### config.mk
export PLATFORM = sky130hd
export DESIGN_NAME = tga_pixel_stream_decoder
export DESIGN_NICKNAME = d
export VERILOG_FILES = /design/src/hw/rtl/tgapd_pkg.sv /design/src/hw/rtl/tga_pixel_stream_decoder.sv
export SDC_FILE = /design/constraint.sdc
export NUM_CORES = 1
export LEC_CHECK = 0
export BUFFER_PORTS_ARGS = -buffer_cell sky130_fd_sc_hd__buf_4
export CAP_MARGIN = 15
export CORE_ASPECT_RATIO = 1.2
export CORE_UTILIZATION = 37
export DETAILED_ROUTE_END_ITERATION = 10
export PLACE_DENSITY = 0.55
export SYNTH_ARGS = -nofsm -noshare
export SYNTH_HDL_FRONTEND = slang
export SYNTH_SLANG_ARGS = --single-unit
export TNS_END_PERCENT = 5
### constraint.sdc
create_clock -name clk -period 9.1 [get_ports clk]
set_input_delay 1.365 -clock clk [delete_from_list [all_inputs] [get_ports clk]]
set_output_delay 1.365 -clock clk [all_outputs]
set_load 0.01 [all_outputs]
### src/hw/rtl/tgapd_pkg.sv
// Package for the TGA pixel stream decoder: register indexes, widths and constants.
`timescale 1ns / 1ps
package tgapd_pkg;

	// Field widths
	localparam int BYTE_W  = 8;
	localparam int DIM_W   = 15;
	localparam int PROD_W  = 2 * DIM_W;
	localparam int PHASE_W = 3;
	localparam int ASM_W   = 32;
	localparam int CFG_IDX_W = 2;

	// Packet byte layout
	localparam int RUN_FLAG_BIT = 7;
	localparam logic [BYTE_W-1:0] COUNT_MASK   = 8'h7f;
	localparam logic [BYTE_W-1:0] OPAQUE_ALPHA = 8'hff;

	// Reset values of the registers
	localparam logic [2:0]       PIXEL_BYTES_RST = 3'd4;
	localparam logic             RLE_MODE_RST    = 1'b1;
	localparam logic [DIM_W-1:0] DIM_RST         = 15'd1;

	// Four-byte pixels start at this pixel_bytes value
	localparam logic [2:0] BGRA_BYTES = 3'd4;

	// Configuration register indexes
	typedef enum logic [CFG_IDX_W-1:0] {
		CFG_PIXEL_BYTES  = 2'd0,
		CFG_RLE_MODE     = 2'd1,
		CFG_IMAGE_WIDTH  = 2'd2,
		CFG_IMAGE_HEIGHT = 2'd3
	} cfg_reg_t;

endpackage

### src/hw/rtl/tga_pixel_stream_decoder.sv
// TGA pixel stream decoder: bytes in, RGBA pixels with repeat counts out.
`timescale 1ns / 1ps
// Takes the pixel-data bytes of a true-color TGA image, one byte per
// transaction, raw (3 or 4 bytes per pixel) or run-length coded, and
// delivers one RGBA result per completed pixel; a run packet yields a single
// result whose repeat_count covers the whole run, clamped to the pixels left
// in the image (overrun flags the clamp, and also a literal packet cut short
// by the end of the image). last_pixel marks the result that completes the
// image, after which the decoder starts over. A byte is accepted every cycle
// while the output side keeps up; each byte passes an input register and one
// level of logic into the result register. The pixel total (width times
// height) is computed by one multiplier when a dimension register is
// written and is held saturated to COUNT_WIDTH bits. The user must write
// registers through the configuration channel only while the decoder is
// idle; the block itself does not enforce this.
module tga_pixel_stream_decoder
	import tgapd_pkg::*;
#(
	parameter int COUNT_WIDTH = 30
) (
	input  logic                 clk,
	input  logic                 arst_n,
	// configuration write channel
	input  logic                 cfg_valid,
	output logic                 cfg_ready,
	input  logic [CFG_IDX_W-1:0] cfg_index,
	input  logic [DIM_W-1:0]     cfg_data,
	// byte input
	input  logic                 in_valid,
	output logic                 in_stall,
	input  logic [BYTE_W-1:0]    data_byte,
	// pixel output
	output logic                 out_valid,
	input  logic                 out_stall,
	output logic [BYTE_W-1:0]    red,
	output logic [BYTE_W-1:0]    green,
	output logic [BYTE_W-1:0]    blue,
	output logic [BYTE_W-1:0]    alpha,
	output logic [BYTE_W-1:0]    repeat_count,
	output logic                 last_pixel,
	output logic                 overrun
);

	localparam int WIDE_W = (COUNT_WIDTH > PROD_W) ? COUNT_WIDTH : PROD_W;
	localparam logic [COUNT_WIDTH-1:0] COUNT_MAX = {COUNT_WIDTH{1'b1}};

	// Configuration registers
	logic [2:0]             pixel_bytes_q;
	logic                   rle_mode_q;
	logic [DIM_W-1:0]       width_q;
	logic [DIM_W-1:0]       height_q;
	logic [COUNT_WIDTH-1:0] total_q;

	// Total pixel count from the dimensions, using the value being written
	logic [DIM_W-1:0]       mul_a;
	logic [DIM_W-1:0]       mul_b;
	logic [PROD_W-1:0]      product;
	logic [WIDE_W-1:0]      product_wide;
	logic [WIDE_W-1:0]      max_wide;
	logic [COUNT_WIDTH-1:0] total_d;

	always_comb begin
		mul_a = (cfg_index == CFG_IMAGE_WIDTH) ? cfg_data : width_q;
		mul_b = (cfg_index == CFG_IMAGE_HEIGHT) ? cfg_data : height_q;
		// a zero dimension counts as one
		if (mul_a == '0) begin
			mul_a = DIM_W'(1);
		end
		if (mul_b == '0) begin
			mul_b = DIM_W'(1);
		end
		product      = PROD_W'(mul_a) * PROD_W'(mul_b);
		product_wide = WIDE_W'(product);
		max_wide     = WIDE_W'(COUNT_MAX);
		total_d      = (product_wide > max_wide) ? COUNT_MAX : product_wide[COUNT_WIDTH-1:0];
	end

	assign cfg_ready = 1'b1;

	// Register writes
	always_ff @(posedge clk or negedge arst_n) begin
		if (!arst_n) begin
			pixel_bytes_q <= PIXEL_BYTES_RST;
			rle_mode_q    <= RLE_MODE_RST;
			width_q       <= DIM_RST;
			height_q      <= DIM_RST;
			total_q       <= COUNT_WIDTH'(1);
		end else if (cfg_valid && cfg_ready) begin
			case (cfg_index)
				CFG_PIXEL_BYTES:  pixel_bytes_q <= cfg_data[2:0];
				CFG_RLE_MODE:     rle_mode_q    <= cfg_data[0];
				CFG_IMAGE_WIDTH:  width_q       <= cfg_data;
				CFG_IMAGE_HEIGHT: height_q      <= cfg_data;
				default:          pixel_bytes_q <= pixel_bytes_q;
			endcase
			total_q <= total_d;
		end
	end

	// Input register and flow control
	logic              valid_s1;
	logic [BYTE_W-1:0] byte_s1;
	logic              advance;

	assign advance  = !(out_valid && out_stall);
	assign in_stall = valid_s1 && !advance;

	// stage 1 loads whenever the input is not stalled
	always_ff @(posedge clk or negedge arst_n) begin
		if (!arst_n) begin
			valid_s1 <= 1'b0;
		end else if (!in_stall) begin
			valid_s1 <= in_valid;
		end
	end

	always_ff @(posedge clk) begin
		if (in_valid && !in_stall) begin
			byte_s1 <= data_byte;
		end
	end

	// Decoder state
	logic [PHASE_W-1:0]     phase_q;
	logic [ASM_W-1:0]       asm_q;
	logic                   is_run_q;
	logic [BYTE_W-1:0]      lit_left_q;
	logic [COUNT_WIDTH-1:0] done_q;

	// Byte decode
	logic                   work;
	logic                   size4;
	logic                   packet_byte;
	logic [ASM_W-1:0]       asm_new;
	logic [PHASE_W-1:0]     phase_new;
	logic                   emit;
	logic [BYTE_W-1:0]      rep_raw;
	logic [BYTE_W-1:0]      more_owed;
	logic [COUNT_WIDTH-1:0] remaining;
	logic                   clamp;
	logic [BYTE_W-1:0]      rep_out;
	logic                   last;
	logic                   over;

	always_comb begin
		work        = valid_s1 && advance;
		size4       = pixel_bytes_q >= BGRA_BYTES;
		packet_byte = rle_mode_q && (lit_left_q == '0);
		asm_new     = asm_q | (ASM_W'(byte_s1) << {phase_q[1:0], 3'b000});
		phase_new   = phase_q + PHASE_W'(1);
		emit        = work && !packet_byte &&
		              (phase_new >= (size4 ? PHASE_W'(4) : PHASE_W'(3)));
		// repeat and pixels still owed by the packet
		if (rle_mode_q && is_run_q) begin
			rep_raw   = lit_left_q;
			more_owed = '0;
		end else if (rle_mode_q) begin
			rep_raw   = BYTE_W'(1);
			more_owed = lit_left_q - BYTE_W'(1);
		end else begin
			rep_raw   = BYTE_W'(1);
			more_owed = '0;
		end
		// pixels left in the image; a shrunk image has one left
		remaining = (done_q < total_q) ? (total_q - done_q) : COUNT_WIDTH'(1);
		clamp     = COUNT_WIDTH'(rep_raw) > remaining;
		rep_out   = clamp ? remaining[BYTE_W-1:0] : rep_raw;
		last      = clamp || (COUNT_WIDTH'(rep_raw) == remaining);
		over      = clamp || (last && (more_owed != '0));
	end

	// State update
	always_ff @(posedge clk or negedge arst_n) begin
		if (!arst_n) begin
			phase_q    <= '0;
			asm_q      <= '0;
			is_run_q   <= 1'b0;
			lit_left_q <= '0;
			done_q     <= '0;
		end else if (work) begin
			if (packet_byte) begin
				is_run_q   <= byte_s1[RUN_FLAG_BIT];
				lit_left_q <= (byte_s1 & COUNT_MASK) + BYTE_W'(1);
				phase_q    <= '0;
			end else if (!emit) begin
				asm_q   <= asm_new;
				phase_q <= phase_new;
			end else if (last) begin
				// image complete: start over
				phase_q    <= '0;
				asm_q      <= '0;
				is_run_q   <= 1'b0;
				lit_left_q <= '0;
				done_q     <= '0;
			end else begin
				done_q  <= done_q + COUNT_WIDTH'(rep_out);
				phase_q <= '0;
				asm_q   <= '0;
				if (rle_mode_q) begin
					lit_left_q <= more_owed;
				end
			end
		end
	end

	// Result register
	logic out_valid_q;

	always_ff @(posedge clk or negedge arst_n) begin
		if (!arst_n) begin
			out_valid_q <= 1'b0;
		end else if (advance) begin
			out_valid_q <= emit;
		end
	end

	always_ff @(posedge clk) begin
		if (emit) begin
			red          <= asm_new[23:16];
			green        <= asm_new[15:8];
			blue         <= asm_new[7:0];
			alpha        <= size4 ? asm_new[31:24] : OPAQUE_ALPHA;
			repeat_count <= rep_out;
			last_pixel   <= last;
			overrun      <= over;
		end
	end

	assign out_valid = out_valid_q;

	// Checks
	a_repeat_nonzero: assert property (@(posedge clk) disable iff (!arst_n)
		out_valid |-> (repeat_count != '0))
		else $error("result with zero repeat count");

	a_overrun_ends_image: assert property (@(posedge clk) disable iff (!arst_n)
		out_valid |-> (!overrun || last_pixel))
		else $error("overrun on a result that does not end the image");

	a_restart_after_last: assert property (@(posedge clk) disable iff (!arst_n)
		(emit && last) |=> (done_q == '0 && phase_q == '0 && lit_left_q == '0))
		else $error("state not cleared after the last pixel");

	a_phase_range: assert property (@(posedge clk) disable iff (!arst_n)
		phase_q <= PHASE_W'(3))
		else $error("byte phase beyond a four-byte pixel");

endmodule

==> reports/qor.csv <==
stage,metric,value,unit
outcome,status,"complete, no violations",
critical_path,cp-startpoint,cfg_index[0],
timing,max_freq,116,MHz
die,die_w,204,um
timing,min_period_over_period,94.8,%
cts,path_clk_slew,70,ps
detailed_routing,dr_wl_met2,25500,um
critical_path,critical_path.max_stage_delay,970,ps
cts,numCtsBuffers,17,
detailed_routing,drc,0,
cts,cts.sinks,188,
detailed_routing,first_pass_iters,7,
die,boundaryPins,75,
timing,setup_viol,0,
critical_path,rr_endpoint,done_q[28]$_DFFE_PN0P_,
cts,ctsResizeCount,0,
grt,grt_pass1_wl,79600,um
die,coreArea,0.0482,mm2
timing,rsz0062_at_grt,false,
grt,grt_usage,20.5,%
grt,first_global_vias,14885,
timing,tightest_slew,1180,ps
die,die_area,0.0499,mm2
cts,cts_hold_buffers,0,
yosys,async_reset_ff_share,73.4,%
yosys,syn_area,0.0181,mm2
critical_path,reg2reg_depth,38,
critical_path,cp_max_fo,24,
detailed_routing,vias,14104,
cts,clockRootBuffer,clkbuf_16,
yosys,synth_top_area_share,18.6,%
critical_path,cp_common_cell,fa_1,
detailed_routing,wire_per_inst,18.4,um
layout,layout.nets,2360,
layout,syn_to_final_growth,10.7,%
layout,drive_gt1_share,11.2,%
critical_path,endpoint_kind,register,
critical_path,arrival,8950,ps
detailed_routing,maxUsedRoutingLayer,met4,
critical_path,worst-setup-path-type,input pin to register,
die,fp.dieH,245,um
timing,clock-skew-final,27.8,ps
critical_path,rr_startpoint,total_q[0]$_DFFE_PN1P_,
critical_path,slowest_stage,a221oi_1,
detailed_routing,wl_met3,2040,um
cts,clock_latency,510,ps
place,io_buffers,73,
layout,diodes,0,
timing,fin_setup_tns,0,ps
die,std_cell_rows,88,
yosys,yosysMostFrequentCell,inv_1,
grt,antenna_found_initial,0,
yosys,syn_nets,2305,
yosys,yosysTopAreaCell,fa_1,
yosys,synthTopCellsByCount,"inv_1 (257), nor2_1 (247), fa_1 (169)",
detailed_routing,drt_iter0_markers,754,
place,numPlacedInstances,2626,
grt,grt_max_degree,96,
timing,fin_crit,8620,ps
yosys,synth_edf_count,50,
place,gp_congestion,0.884,
grt,grt.overflow.total,0,
yosys,yosysSeqAreaShare,27.3,%
yosys,yosys.cell_types.count,79,
layout,stdcell_count,2658,
die,initial_core_util,37.6,%
critical_path,rrSetupSlack,860,ps
min_path,hp-class,register to register,
job,cap_violations,0,
critical_path,crit_path_end,total_q[28]$_DFFE_PN0P_,
detailed_routing,wl_met1,20100,um
yosys,syn_area_per_cell,9.26,um2
detailed_routing,antenna_left,0,
cts,post_cts_buffers,0,
timing,hold_viol_final,0,
detailed_routing,routed_wl,48900,um
yosys,synth_area_leaders,"fa_1 (19%), dfrtp_1 (18%), ha_1 (10%), edfxtp_1 (8.3%), inv_1 (5.3%)",
cts,htreeDepth,4,
timing,slew_violations,0,
yosys,synthCells,1960,
place,dp_hpwl,37700,um
timing,max_slew_margin,21.4,%
critical_path,startpoint_type,input pin,
cts,tritoncts,built,
cts,cts_buffer_depth,2,
critical_path,crit_required,9420,ps
yosys,ys_seq_elements,188,
detailed_routing,vias_per_cell,5.31,
yosys,yosysWarnings,0,
yosys,ys.flop_type,dfrtp_1,
==> final cells by class <==
cell class                 instances  area [um2]
tap                              630         788
multi-input combinational       1433       11900
clock inverter                    14         161
timing repair buffer             117         907
fill                            4800       28100
sequential                       188        4960
clock buffer                      18         429
inverter                         258         968
==> placed cells by master, fill, tap and decap left out, types with 13 or more instances in the layout <==
cell type | netlist | routed
dfrtp_1 | 133 | 133
nand2b_1 | 19 | 19
and3_1 | 15 | 15
clkbuf_16 | 0 | 17
o21a_1 | 16 | 16
a21oi_1 | 97 | 97
nor2_1 | 247 | 247
nor2b_1 | 13 | 13
edfxtp_1 | 50 | 50
o21ai_0 | 66 | 66
nand2_1 | 162 | 162
nor3_1 | 28 | 28
fa_1 | 169 | 169
ha_1 | 146 | 146
buf_4 | 4 | 114
mux2_2 | 48 | 48
inv_1 | 257 | 256
a21o_1 | 55 | 55
nand3_1 | 39 | 39
xnor2_1 | 57 | 57
xor2_1 | 13 | 13
nand4_1 | 15 | 15
mux2i_1 | 38 | 38
a21boi_0 | 30 | 30
==> worst min path at each step <==
stage,start,endpoint,slack [ps],depth (start not counted)
after CTS,asm_q[27]$_DFFE_PN0P_,asm_q[27]$_DFFE_PN0P_,500,2
after detailed placement,asm_q[27]$_DFFE_PN0P_,asm_q[27]$_DFFE_PN0P_,480,2
after global routing,asm_q[25]$_DFFE_PN0P_,asm_q[25]$_DFFE_PN0P_,520,2
final,asm_q[27]$_DFFE_PN0P_,asm_q[27]$_DFFE_PN0P_,500,2
after floorplan,asm_q[24]$_DFFE_PN0P_,asm_q[24]$_DFFE_PN0P_,460,2
after global placement,asm_q[31]$_DFFE_PN0P_,asm_q[31]$_DFFE_PN0P_,480,2
==> critical path, delay by kind of cell <==
family,cells,cell delay (ps)
AND/OR/NAND/NOR,5,650
adder cells (fa/ha/maj),7,3230
AO/OA/AOI/OAI,10,2840
multiplexers,1,120
buffers and inverters,6,520
XOR/XNOR,1,170
==> cell families after synthesis <==
group                    synth area share (%)
adder cells (fa/ha/maj)                  28.7
buffers and inverters                    7.19
AO/OA/AOI/OAI                            14.0
other                                  0.0207
XOR/XNOR                                 3.38
flip-flops                               27.3
multiplexers                             5.26
AND/OR/NAND/NOR                          14.1
==> per-stage QoR <==
stage / area (um2) / setup slack, ps / utilization [%] / hold WS, ps
after floorplan: 18100 / 221 / - / 464
after global placement: 19500 / 108 / 40.4 / 478
after detailed placement: 19500 / -17.3 / 40.4 / 485
after CTS: 20100 / 508 / 41.7 / 503
after global routing: 20100 / 29.6 / 41.7 / 516
final: 20100 / 476 / 41.7 / 497
==> registers in the layout (all words and copies together), names as in the netlist <==
| signal | cells |
|---|---|
| valid_s1 | 1 |
| width_q | 15 |
| red | 8 |
| overrun | 1 |
| asm_q | 32 |
| phase_q | 3 |
| total_q | 30 |
| alpha | 8 |
| green | 8 |
| done_q | 30 |
| last_pixel | 1 |
| lit_left_q | 8 |
| repeat_count | 8 |
| blue | 8 |
| height_q | 15 |
| out_valid | 1 |
| byte_s1 | 8 |
| pixel_bytes_q | 1 |
| rle_mode_q | 1 |
| is_run_q | 1 |
==> metal layers <==
| metal | global-route usage [%] | up-vias |
|---|---|---|
| met1 | 24.2 | 7054 |
| met4 | 6.43 | 0 |
| met3 | 3.48 | 68 |
| met5 | 0 | - |
| met2 | 37.5 | 318 |
| li1 | - | 6664 |
Power is left out: the tool's default activity adds up to more than one toggle a clock period on the data nets, which glitch-free logic cannot reach.
